[src/rtl/tls_pkg.sv]
// Package for the two-way traffic light sequencer.
// Types, phase codes, lamp codes and digit helpers shared by all files.
// No dependencies.
`timescale 1ns / 1ps

package tls_pkg;

    localparam int TICKS_PER_SECOND = 10;
    localparam int DIGIT_COUNT      = 4;

    localparam int SEC_W   = 7;   // configured seconds
    localparam int CNT_W   = 8;   // per-road countdown
    localparam int SHOW_W  = 7;   // countdown shown, saturated at SHOW_MAX
    localparam int DIV_W   = $clog2(TICKS_PER_SECOND + 1);
    localparam int TICKS_W = $clog2(((1 << SEC_W) - 1) * TICKS_PER_SECOND + 1);
    localparam int SCAN_W  = $clog2(DIGIT_COUNT);
    localparam int SHOW_MAX = 99;

    // Configuration register indexes
    localparam logic [1:0] CFG_MODE  = 2'd0;
    localparam logic [1:0] CFG_RED   = 2'd1;
    localparam logic [1:0] CFG_GREEN = 2'd2;

    // Lamp codes
    typedef logic [1:0] t_lamp;
    localparam t_lamp LAMP_NONE  = 2'd0;
    localparam t_lamp LAMP_GREEN = 2'd1;
    localparam t_lamp LAMP_AMBER = 2'd2;
    localparam t_lamp LAMP_RED   = 2'd3;

    // Scan positions
    localparam logic [SCAN_W-1:0] SCAN_NS_TENS = SCAN_W'(0);
    localparam logic [SCAN_W-1:0] SCAN_NS_ONES = SCAN_W'(1);
    localparam logic [SCAN_W-1:0] SCAN_EW_TENS = SCAN_W'(2);
    localparam logic [SCAN_W-1:0] SCAN_EW_ONES = SCAN_W'(3);

    typedef enum logic [4:0] {
        PH_INIT     = 5'b00001,
        PH_NS_GREEN = 5'b00010,
        PH_NS_AMBER = 5'b00100,
        PH_EW_GREEN = 5'b01000,
        PH_EW_AMBER = 5'b10000
    } t_phase;

    typedef struct packed {
        logic             mode;
        logic [SEC_W-1:0] red;
        logic [SEC_W-1:0] green;
    } t_cfg;

    typedef struct packed {
        t_phase              phase;
        logic [TICKS_W-1:0]  ticks_left;
        logic [DIV_W-1:0]    divider;
        logic [CNT_W-1:0]    ns_count;
        logic [CNT_W-1:0]    ew_count;
        logic [SCAN_W-1:0]   scan;
    } t_state;

    typedef struct packed {
        t_lamp               ns_light;
        t_lamp               ew_light;
        logic [SHOW_W-1:0]   ns_remaining;
        logic [SHOW_W-1:0]   ew_remaining;
        logic [SCAN_W-1:0]   scan_position;
        logic [3:0]          scan_value;
    } t_result;

    function automatic logic [SEC_W-1:0] floor_sub(input logic [SEC_W-1:0] a,
                                                   input logic [SEC_W-1:0] b);
        return (a > b) ? SEC_W'(a - b) : '0;
    endfunction

    function automatic logic [TICKS_W-1:0] ticks_of(input logic [SEC_W-1:0] secs);
        return TICKS_W'(secs * TICKS_PER_SECOND);
    endfunction

    function automatic logic [SHOW_W-1:0] saturate(input logic [CNT_W-1:0] cnt);
        return (cnt > CNT_W'(SHOW_MAX)) ? SHOW_W'(SHOW_MAX) : cnt[SHOW_W-1:0];
    endfunction

    // Divide by ten through a reciprocal multiply; exact for 0..127
    function automatic logic [3:0] tens_of(input logic [SHOW_W-1:0] v);
        logic [14:0] prod;
        prod = 15'(v) * 15'd205;
        return prod[14:11];
    endfunction

    function automatic logic [3:0] ones_of(input logic [SHOW_W-1:0] v);
        logic [SHOW_W-1:0] t10;
        t10 = SHOW_W'(tens_of(v)) * SHOW_W'(10);
        return 4'(v - t10);
    endfunction

endpackage

[src/rtl/tls_if.sv]
// Handshake channels of the traffic light sequencer: input item and result item.
// Depends on tls_pkg for field widths.
`timescale 1ns / 1ps

interface tls_in_if;
    logic valid;
    logic ready;
    logic tick;

    modport source (output valid, output tick, input ready);
    modport sink   (input valid, input tick, output ready);
endinterface

interface tls_out_if;
    import tls_pkg::*;
    logic              valid;
    logic              ready;
    logic [1:0]        ns_light;
    logic [1:0]        ew_light;
    logic [SHOW_W-1:0] ns_remaining;
    logic [SHOW_W-1:0] ew_remaining;
    logic [1:0]        scan_position;
    logic [3:0]        scan_value;

    modport source (output valid, output ns_light, output ew_light, output ns_remaining,
                    output ew_remaining, output scan_position, output scan_value,
                    input ready);
    modport sink   (input valid, input ns_light, input ew_light, input ns_remaining,
                    input ew_remaining, input scan_position, input scan_value,
                    output ready);
endinterface

[src/rtl/tls_step.sv]
// Next-state and result logic for one item of the traffic light sequencer.
// Depends on tls_pkg.
`timescale 1ns / 1ps

module tls_step
    import tls_pkg::*;
(
    input  t_state  i_state,
    input  t_cfg    i_cfg,
    input  logic    i_tick,
    output t_state  o_state,
    output t_result o_result
);

    logic [SEC_W-1:0] amber;
    logic [SEC_W-1:0] len;
    logic [DIV_W-1:0] div_inc;
    logic             enter;
    t_phase           entry;
    t_state           nxt;

    always_comb begin
        amber   = i_cfg.mode ? floor_sub(i_cfg.green, i_cfg.red)
                             : floor_sub(i_cfg.red, i_cfg.green);
        nxt     = i_state;
        enter   = 1'b0;
        entry   = PH_NS_GREEN;
        div_inc = DIV_W'(i_state.divider + 1'b1);
        len     = '0;

        if (i_tick) begin
            if (i_state.phase == PH_INIT) begin
                enter       = 1'b1;
                nxt.divider = '0;
            end else begin
                // One second elapses: drop both countdowns, floored at zero
                if (div_inc >= DIV_W'(TICKS_PER_SECOND)) begin
                    nxt.divider = '0;
                    if (i_state.ns_count != '0) nxt.ns_count = i_state.ns_count - 1'b1;
                    if (i_state.ew_count != '0) nxt.ew_count = i_state.ew_count - 1'b1;
                end else begin
                    nxt.divider = div_inc;
                end
                if (i_state.ticks_left <= TICKS_W'(1)) begin
                    enter = 1'b1;
                    case (i_state.phase)
                        PH_NS_GREEN: entry = PH_NS_AMBER;
                        PH_NS_AMBER: entry = PH_EW_GREEN;
                        PH_EW_GREEN: entry = PH_EW_AMBER;
                        default:     entry = PH_NS_GREEN;
                    endcase
                end else begin
                    nxt.ticks_left = i_state.ticks_left - 1'b1;
                end
            end
            nxt.scan = (i_state.scan == SCAN_W'(DIGIT_COUNT - 1)) ? '0
                                                                 : i_state.scan + 1'b1;
        end

        // Load phase length and countdowns on a phase change
        if (enter) begin
            case (entry)
                PH_NS_GREEN: begin
                    len          = i_cfg.green;
                    nxt.ns_count = CNT_W'(i_cfg.green);
                    nxt.ew_count = i_cfg.mode ? CNT_W'(i_cfg.green) + CNT_W'(amber)
                                              : CNT_W'(i_cfg.red);
                end
                PH_NS_AMBER: begin
                    len          = amber;
                    nxt.ns_count = CNT_W'(amber);
                    if (!i_cfg.mode) nxt.ew_count = CNT_W'(amber);
                end
                PH_EW_GREEN: begin
                    len          = i_cfg.mode ? floor_sub(i_cfg.red, amber) : i_cfg.green;
                    nxt.ns_count = CNT_W'(i_cfg.red);
                    nxt.ew_count = CNT_W'(len);
                end
                default: begin
                    len          = amber;
                    nxt.ns_count = CNT_W'(amber);
                    nxt.ew_count = CNT_W'(amber);
                end
            endcase
            nxt.phase      = entry;
            nxt.ticks_left = ticks_of(len);
        end
    end

    always_comb begin
        o_state = nxt;
        o_result.scan_position = nxt.scan;
        o_result.ns_remaining  = saturate(nxt.ns_count);
        o_result.ew_remaining  = saturate(nxt.ew_count);
        case (nxt.phase)
            PH_NS_GREEN: begin
                o_result.ns_light = LAMP_GREEN; o_result.ew_light = LAMP_RED;
            end
            PH_NS_AMBER: begin
                o_result.ns_light = LAMP_AMBER; o_result.ew_light = LAMP_RED;
            end
            PH_EW_GREEN: begin
                o_result.ns_light = LAMP_RED;   o_result.ew_light = LAMP_GREEN;
            end
            PH_EW_AMBER: begin
                o_result.ns_light = LAMP_RED;   o_result.ew_light = LAMP_AMBER;
            end
            default: begin
                o_result.ns_light = LAMP_NONE;  o_result.ew_light = LAMP_NONE;
            end
        endcase
        case (nxt.scan)
            SCAN_NS_TENS: o_result.scan_value = tens_of(o_result.ns_remaining);
            SCAN_NS_ONES: o_result.scan_value = ones_of(o_result.ns_remaining);
            SCAN_EW_TENS: o_result.scan_value = tens_of(o_result.ew_remaining);
            default:      o_result.scan_value = ones_of(o_result.ew_remaining);
        endcase
    end

endmodule

[src/rtl/two_way_traffic_light_sequencer.sv]
// Top level of the two-way traffic light sequencer.
// Depends on tls_pkg, tls_if (channels) and tls_step (next-state logic).
`timescale 1ns / 1ps

// Each input item carries one tick flag; a set flag advances the light one
// time-base tick (init, NS green, NS amber, EW green, EW amber, then NS green
// again), a clear flag only reports the current state. Every item yields one
// result item with both lamp codes, both countdowns saturated at 99 and the
// digit being scanned. The block takes one item per clock unless a waiting
// result is not taken: an item is held in the input register, the state
// update and the result are formed from it, and the result waits in the
// output register. An item passes through the input register and then the
// output register before its result can be taken. The input side keeps
// accepting while a result waits, as long as the input register can move
// forward. Phase lengths count TICKS_PER_SECOND ticks per second. The mode,
// red and green registers are read at each phase change.
module two_way_traffic_light_sequencer
    import tls_pkg::*;
(
    input  logic              i_clk,
    input  logic              i_rst_n,
    tls_in_if.sink            i_in,
    tls_out_if.source         o_out,
    input  logic              i_cfg_we,
    input  logic [1:0]        i_cfg_index,
    input  logic [SEC_W-1:0]  i_cfg_data
);

    logic    r_in_valid;
    logic    r_in_tick;
    logic    r_out_valid;
    t_result r_out;
    t_state  r_state;
    t_cfg    r_cfg;

    t_state  n_state;
    t_result n_out;
    logic    w_advance;

    // Move the held item forward when the result register is free or draining
    assign w_advance  = r_in_valid && (!r_out_valid || o_out.ready);
    assign i_in.ready = !r_in_valid || w_advance;

    tls_step u_step (
        .i_state  (r_state),
        .i_cfg    (r_cfg),
        .i_tick   (r_in_tick),
        .o_state  (n_state),
        .o_result (n_out)
    );

    // Configuration registers; writes beyond the list are dropped
    always_ff @(posedge i_clk) begin
        if (!i_rst_n) begin
            r_cfg.mode  <= 1'b0;
            r_cfg.red   <= SEC_W'(5);
            r_cfg.green <= SEC_W'(3);
        end else if (i_cfg_we) begin
            case (i_cfg_index)
                CFG_MODE:  r_cfg.mode  <= i_cfg_data[0];
                CFG_RED:   r_cfg.red   <= i_cfg_data;
                CFG_GREEN: r_cfg.green <= i_cfg_data;
                default: ;
            endcase
        end
    end

    // Input register
    always_ff @(posedge i_clk) begin
        if (!i_rst_n) begin
            r_in_valid <= 1'b0;
        end else if (i_in.ready) begin
            r_in_valid <= i_in.valid;
        end
    end

    always_ff @(posedge i_clk) begin
        if (i_in.ready && i_in.valid) begin
            r_in_tick <= i_in.tick;
        end
    end

    // Sequencer state: update only when an item is processed
    always_ff @(posedge i_clk) begin
        if (!i_rst_n) begin
            r_state.phase      <= PH_INIT;
            r_state.ticks_left <= '0;
            r_state.divider    <= '0;
            r_state.ns_count   <= '0;
            r_state.ew_count   <= '0;
            r_state.scan       <= '0;
        end else if (w_advance) begin
            r_state <= n_state;
        end
    end

    // Result register
    always_ff @(posedge i_clk) begin
        if (!i_rst_n) begin
            r_out_valid <= 1'b0;
        end else if (w_advance) begin
            r_out_valid <= 1'b1;
        end else if (o_out.ready) begin
            r_out_valid <= 1'b0;
        end
    end

    always_ff @(posedge i_clk) begin
        if (w_advance) begin
            r_out <= n_out;
        end
    end

    assign o_out.valid         = r_out_valid;
    assign o_out.ns_light      = r_out.ns_light;
    assign o_out.ew_light      = r_out.ew_light;
    assign o_out.ns_remaining  = r_out.ns_remaining;
    assign o_out.ew_remaining  = r_out.ew_remaining;
    assign o_out.scan_position = r_out.scan_position;
    assign o_out.scan_value    = r_out.scan_value;

    // State moves only when an item is processed
    a_state_hold: assert property (@(posedge i_clk) disable iff (!i_rst_n)
        !w_advance |=> $stable(r_state))
        else $error("state changed without an item");

    // A tick in init always enters NS green
    a_init_exit: assert property (@(posedge i_clk) disable iff (!i_rst_n)
        (w_advance && r_in_tick && r_state.phase == PH_INIT)
            |=> r_state.phase == PH_NS_GREEN)
        else $error("init tick did not enter NS green");

    // A waiting result always shows the current scan position
    a_scan_match: assert property (@(posedge i_clk) disable iff (!i_rst_n)
        r_out_valid |-> r_out.scan_position == r_state.scan)
        else $error("result scan position out of step with state");

    // The second divider never reaches a full second
    a_div_range: assert property (@(posedge i_clk) disable iff (!i_rst_n)
        r_state.divider < DIV_W'(TICKS_PER_SECOND))
        else $error("second divider out of range");

endmodule
[src/flat_wrapper.sv]
// flat-port wrapper written by rule: the top's interface ports become plain ports
module two_way_traffic_light_sequencer_flat import tls_pkg::*;
  (i_clk, i_rst_n, i_cfg_we, i_cfg_index, i_cfg_data, i_in_valid, i_in_tick, i_in_ready, o_out_valid, o_out_ns_light, o_out_ew_light, o_out_ns_remaining, o_out_ew_remaining, o_out_scan_position, o_out_scan_value, o_out_ready);
  tls_in_if i_in_i ();
  tls_out_if o_out_i ();
  input  logic i_clk;
  input  logic i_rst_n;
  input  logic i_cfg_we;
  input  logic [1:0] i_cfg_index;
  input  logic [SEC_W-1:0] i_cfg_data;
  input wire logic [$bits(i_in_i.valid)-1:0] i_in_valid;
  input wire logic [$bits(i_in_i.tick)-1:0] i_in_tick;
  output wire logic [$bits(i_in_i.ready)-1:0] i_in_ready;
  output wire logic [$bits(o_out_i.valid)-1:0] o_out_valid;
  output wire logic [$bits(o_out_i.ns_light)-1:0] o_out_ns_light;
  output wire logic [$bits(o_out_i.ew_light)-1:0] o_out_ew_light;
  output wire logic [$bits(o_out_i.ns_remaining)-1:0] o_out_ns_remaining;
  output wire logic [$bits(o_out_i.ew_remaining)-1:0] o_out_ew_remaining;
  output wire logic [$bits(o_out_i.scan_position)-1:0] o_out_scan_position;
  output wire logic [$bits(o_out_i.scan_value)-1:0] o_out_scan_value;
  input wire logic [$bits(o_out_i.ready)-1:0] o_out_ready;
  assign i_in_i.valid = i_in_valid;
  assign i_in_i.tick = i_in_tick;
  assign i_in_ready = i_in_i.ready;
  assign o_out_valid = o_out_i.valid;
  assign o_out_ns_light = o_out_i.ns_light;
  assign o_out_ew_light = o_out_i.ew_light;
  assign o_out_ns_remaining = o_out_i.ns_remaining;
  assign o_out_ew_remaining = o_out_i.ew_remaining;
  assign o_out_scan_position = o_out_i.scan_position;
  assign o_out_scan_value = o_out_i.scan_value;
  assign o_out_i.ready = o_out_ready;
  two_way_traffic_light_sequencer u_core (.i_clk(i_clk), .i_rst_n(i_rst_n), .i_in(i_in_i), .o_out(o_out_i), .i_cfg_we(i_cfg_we), .i_cfg_index(i_cfg_index), .i_cfg_data(i_cfg_data));
endmodule
[config.mk]
export PLATFORM = sky130hd
export DESIGN_NAME = two_way_traffic_light_sequencer_flat
export DESIGN_NICKNAME = d
export VERILOG_FILES = /design/src/rtl/tls_pkg.sv /design/src/rtl/tls_if.sv /design/src/rtl/tls_step.sv /design/src/rtl/two_way_traffic_light_sequencer.sv /design/src/flat_wrapper.sv
export SDC_FILE = /design/constraint.sdc
export NUM_CORES = 1
export LEC_CHECK = 0
export BUFFER_PORTS_ARGS = -buffer_cell sky130_fd_sc_hd__buf_4
export CORE_MARGIN = 3
export CORE_UTILIZATION = 45
export DETAILED_ROUTE_END_ITERATION = 10
export GPL_ROUTABILITY_DRIVEN = 0
export PLACE_DENSITY = 0.62
export SYNTH_ARGS = -nofsm -noshare
export SYNTH_HDL_FRONTEND = slang
export SYNTH_HIERARCHICAL = 1
export SYNTH_SLANG_ARGS = --single-unit
[constraint.sdc]
create_clock -name i_clk -period 8.7 [get_ports i_clk]
set_input_delay 0.87 -clock i_clk [delete_from_list [all_inputs] [get_ports i_clk]]
set_output_delay 0.87 -clock i_clk [all_outputs]
set_load 0.02 [all_outputs]
Word-level counts from Yosys, hierarchy flattened
Index checks and enable logic that the tools add are counted.

cells by class
  mux-type cells = 35
  shift operators = 0
  eq/ne operators = 18
  reduce and logical (&&, ||, !) cells = 17
  add/sub/neg operators = 11
  bitwise operators = 0
  multiply operators = 5
  magnitude comparators = 7
  divide/modulo/power cells = 0

operators with widths
  kind                     number
  $mux W16                 4
  $mux W7                  8
  $pmux W15 S3             1
  $mux W33                 1
  $mux W8                  4
  $mul A7 B8 Y15 const B   2
  $mux W11                 2
  $gt A7 B7 Y1             3
  $sub A7 B7 Y7            3
  $gt A8 B7 Y1 const B     2
  $pmux W4 S4              1
  $reduce_bool A8 Y1       2
  $sub A8 B1 Y8 const B    2
  $eq A5 B2 Y1 const B     3
  $eq A5 B3 Y1 const B     3
  $eq A5 B4 Y1 const B     3
  $mux W5                  3
  $pmux W5 S3              1
  $pmux W7 S2              1
  $pmux W4 S3              1
  $le A11 B1 Y1 const B    1
  $sub A11 B1 Y11 const B  1
  $mul A7 B3 Y10 const B   1
  $add A7 B7 Y8            1
  20 further kinds         39

storage, ports and cells
  input port bits = 15
  bits in latches = 0
  bits in writable memories = 0
  word-level logic and storage cells = 111
  memory bits (read-only) = 0
  register bits after elaboration = 80
  memories kept = 0

Depth between registers and ports, before layout
  depth in word-level cells = 14
  depth in mapped cells = 42

By module
Netlist, hierarchy kept.

by module, submodules not included
  module                           area each (µm²)  seq. area each (µm²)  instances  cells each
  tls_step                         6,183.4          0.0                   1          835
  two_way_traffic_light_sequencer  2,890.3          1,851.8               1          259

Worst setup path after synthesis
OpenSTA, ideal clock, no wires.

  path kind = register to register
  start point = reg u_core/r_cfg[2] in the netlist's numbering
  end point = reg u_core.r_out (netlist bit u_core/o_out.scan_value[3]) (data pin)
  setup time = 0.272 ns
  setup slack = -0.374 ns
  required time = 8.428 ns
  arrival time = 8.802 ns
  cell stages (with the launch flop) = 41
  buffers on the path = 1
  cells stage by stage = dfxtp_1 inv_1 ha_1 buf_2 and3_1 a21oi_1 o21ai_1 o22a_1 a21oi_1 inv_1 ha_1 nand3_1 o21bai_1 a31oi_1 a22oi_1 o211ai_1 a31oi_1 inv_1 [... 5 more ...] fa_1 inv_1 fa_1 inv_1 ha_1 a31o_2 a21o_1 a21o_1 a21oi_1 a21boi_0 o21bai_1 a21oi_1 xor2_1 fa_1 xnor2_1 xnor3_1 a32oi_1 o221ai_1

RTL lines
  item                    RTL line                                RTL
  start: declaration      two_way_traffic_light_sequencer.sv:34   t_cfg r_cfg;
  end signal: assignment  two_way_traffic_light_sequencer.sv:110  r_out <= n_out;
  end: declaration        two_way_traffic_light_sequencer.sv:32   t_result r_out;

==> results list <==
- The Yosys step of the flow raised 6 warnings.
- Count of nets after finishing: 1409
- For this run, the total global-route usage over all layers was measured as 0.241.
- Entering global routing, the biggest net connects 100 pins.
* Total routed wirelength: 27.2 mm
- F_max: 117 MHz
* Antenna Cells: 0
- Initial cell density of the core: 0.462
- Total of buffers placed on input and output ports: 40
- Across all layers, the routed design uses 8733 vias.
- Number of DRC violations after detailed-routing iteration 0: 732
- Dividing the final minimum period by the clock period gives 0.986.
- Layout overhead on the synthesized area: 26.6%
- Launch point of the worst reg-to-reg path: u_core/r_cfg[7]
* Worst hold path endpoint: u_core/r_state[1]
- First-pass GRT wire length: 42.6 mm
* Crit path time final: 8.58 ns
* Depth of the worst register-to-register path: 39
* Drt wl/cell: 17.8 um
* P per Cell Area: 199 nW/um^2
- In the synthesized netlist the dominant register cell turns out to be sky130_fd_sc_hd__dfxtp_1.
* Worst path depth: 39
- Max-cap violations in this run came to 0.
- Transition time of the tightest slew-check pin: 1.02 ns
* Share of final-layout standard cells stronger than drive strength 1: 0.264
- The die covers 21900 um^2.
* Post-DR vias/cell: 5.73
* Netlist cell types: 97
- After floorplanning, the core was divided into 51 placement rows.
* Hold Vio Cnt, Final: 0
* Remaining antenna violation count after routing: 0
* Latest clock arrival within the worst-skew pair: 0.35 ns
* Share of the yosys chip area belonging to registers: 0.204
- Headroom to the max-slew limit came out at 0.316.
- In the final timing run, aggregate negative setup slack is 0 ns.
- The analysis attributes to cell leakage a power of 5.10 nW.
* Y dimension of the die: 148 um
* Placed wire-length estimate after detailed placement: 20.4 mm
- Via count of the first global-routing pass: 8211
- Startpoint class of the critical path: flop
- For flop-to-flop paths, the worst setup slack is 0.12 ns.
- The endpoint identified for the worst register-to-register timing path is u_core/o_out.scan_value[3].
* Maximum number of buffers from clock root to sink: 2
* Top post-synthesis cells by area: sky130_fd_sc_hd__ha_1 (16%), sky130_fd_sc_hd__dfxtp_1 (12%), sky130_fd_sc_hd__edfxtp_1 (8.3%)
- Yosys mapped a number of flops with a built-in enable equal to 25.
- After clock tree synthesis, the clock-pin slew on the worst setup and hold paths is 0.06 ns.
- Critical path's largest stage delay: 0.49 ns
- Setup violations remaining at the end of the flow were counted as 0.
* Area fraction of the dominant cell type after synthesis: 0.161
* First-pass iteration count of the detailed router: 5
- Path class of the lowest-slack min-delay path: flop to flop
- Die outline width: 148 um
- At the end of the flow the core is filled with cells to 0.585.
- CTS tree: built
- Yosys instantiated no cell more often than sky130_fd_sc_hd__nand2_1.
* RSZ-0062 raised after global routing: true
- The cell family contributing the most delay on the critical path is compound AO/OA/AOI/OAI gates.
- After global routing the overflow that remains totals 0.
- Worst-path fanout max: 5
- Critical Path Sink Type: flop
- The number of antenna violations at the first check in global routing came to 0.
- Fill cells: 1792
* Number of clock sinks: 80
* Syn_nets: 1249
- The clock arrives with 0.0104 ns of skew.
- Synth cell count leaders: sky130_fd_sc_hd__nand2_1 (144), sky130_fd_sc_hd__ha_1 (117), sky130_fd_sc_hd__inv_1 (102), sky130_fd_sc_hd__nor2_1 (65), sky130_fd_sc_hd__dfxtp_1 (55)
- Seq cells post-synth: 80
- The worst hold path passes through 2 cells.
- The worst hold path begins at u_core/r_state[1].
- The final count of pins violating max slew came to 0.
* Clock buffers created by TritonCTS: 9
- A synthesized cell averages 8.29 um^2.
- Data on the critical path arrives at its endpoint at 8.66 ns.
- Critical Path Slowest Stage Cell: sky130_fd_sc_hd__fa_1
- Number of hold-repair buffers added at the cts stage: 0
- Gate count of the mapped netlist: 1094
- DRC violation count after routing: 0
- Data on the critical path is required at its endpoint by 8.78 ns.
- Share of synthesized flip-flops with an asynchronous set or reset: 0
- The number of buffers and inverters on the critical path is 6.
- sky130_fd_sc_hd__ha_1 takes more of the synthesized area than any other cell.
* FF/Latch Area: 1870 um^2
* Placeable core area: 19700 um^2
- The mapped netlist covers 9070 um^2.
- Worst supply voltage drop on vdd: 0.120 mV
- Master cell of the clock root buffer: sky130_fd_sc_hd__clkbuf_16
- The run finished with clean final reports.
- The worst setup path is of the flop to flop kind.
- Library cell appearing most often on the critical path: sky130_fd_sc_hd__ha_4
- I/O pin count: 41
- The clock tree synthesis step divided the H-tree into 3 levels.
- Summing all multi-input logic gate instances after layout gives 7130 um^2.
==> logic make-up after synthesis <==
group / synth area share
AO/OA/AOI/OAI: 0.204
XOR/XNOR: 0.0407
adder cells (fa/ha/maj): 0.212
buffers and inverters: 0.0699
flip-flops: 0.204
multiplexers: 0.0575
AND/OR/NAND/NOR: 0.212
==> per-layer routing <==
layer,GRT usage,vias to the layer above,share of wire
met5,0,-,0
li1,-,4283,-
met3,0.0435,43,0.068
met4,0.0744,0,0.027
met1,0.343,4100,0.46
met2,0.373,307,0.45
==> how the worst max path moves through the flow <==
stage / start / to / slack, ns
after global placement: u_core/r_cfg[2] / u_core/o_out.scan_value[3] / -0.26
after floorplan: u_core/r_cfg[2] / u_core/o_out.scan_value[3] / 0.006
after detailed placement: u_core/r_cfg[2] / u_core/o_out.scan_value[3] / -0.32
after CTS: u_core/r_cfg[0] / u_core/o_out.scan_value[3] / 0.002
after global routing: u_core/r_cfg[0] / u_core/o_out.scan_value[3] / -0.15
final: u_core/r_cfg[7] / u_core/o_out.scan_value[3] / 0.12
==> flip-flops by register name, summed over array words and instances (netlist names) <==
register                    count
u_core/r_in_tick                1
u_core/o_out.ew_light           2
u_core/r_in_valid               1
u_core/o_out.scan_position      2
u_core/o_out.ew_remaining       7
u_core/o_out.valid              1
u_core/o_out.ns_remaining       7
u_core/o_out.scan_value         4
u_core/r_cfg                   15
u_core/o_out.ns_light           2
u_core/r_state                 38
==> where the power goes <==
part           internal (W)  switching (W)  leakage (nW)
Combinational      0.000663       0.000757          4.26
Clock              0.000269       0.000160         0.157
Sequential         0.000421      0.0000197         0.687
Total               0.00135       0.000936          5.10
==> repair_timing <==
action	in CTS	in global routing
pin swaps	13	49
setup buffers	2	15
resized for setup	30	68
setup endpoints to repair	2	2
==> final cells by class <==
class,count,area share
clock buffers,13,0.0228
clock inverters,3,0.00555
inverters,105,0.0343
multi-input cells,867,0.620
flip-flops and latches,80,0.162
well taps,265,0.0289
repair buffers,191,0.126
==> tightest hold or removal path, delay by kind of cell, from the launching register on <==
kind,cells,cell delay [ns]
flops,1,0.32
simple gates,1,0.06
mux,1,0.06
==> cell usage in the layout, fill, tap and decap left out, types with 11 or more instances in the layout <==
cell / synthesis / routed
sky130_fd_sc_hd__nor3_1: 27 / 26
sky130_fd_sc_hd__dfxtp_1: 55 / 46
sky130_fd_sc_hd__ha_4: 0 / 17
sky130_fd_sc_hd__xor2_1: 13 / 12
sky130_fd_sc_hd__a21oi_2: 1 / 13
sky130_fd_sc_hd__buf_4: 6 / 188
sky130_fd_sc_hd__o21ai_0: 49 / 42
sky130_fd_sc_hd__nand3_1: 33 / 32
sky130_fd_sc_hd__a21o_1: 17 / 17
sky130_fd_sc_hd__nor2_1: 65 / 65
sky130_fd_sc_hd__a21oi_1: 48 / 34
sky130_fd_sc_hd__inv_2: 1 / 11
sky130_fd_sc_hd__edfxtp_1: 25 / 25
sky130_fd_sc_hd__inv_1: 102 / 92
sky130_fd_sc_hd__mux2i_1: 51 / 51
sky130_fd_sc_hd__o21a_1: 13 / 11
sky130_fd_sc_hd__nand2_1: 144 / 144
sky130_fd_sc_hd__ha_1: 117 / 97
sky130_fd_sc_hd__fa_1: 23 / 19
sky130_fd_sc_hd__xnor2_1: 24 / 23
==> metrics by stage <==
stage               instance area (um^2)  hold WS, ns  power [W]  setup WS, ns  std cells
floorplan                           9160        0.433    0.00132       0.00576       1094
global placement                   10600        0.463    0.00168        -0.257       1491
detailed placement                 10600        0.471    0.00170        -0.323       1491
CTS                                11000        0.483    0.00216       0.00234       1509
global route                       11500        0.509    0.00246        -0.149       1524
finish                             11500        0.483    0.00229         0.120       1524
Power figures use the tool's default switching activity.
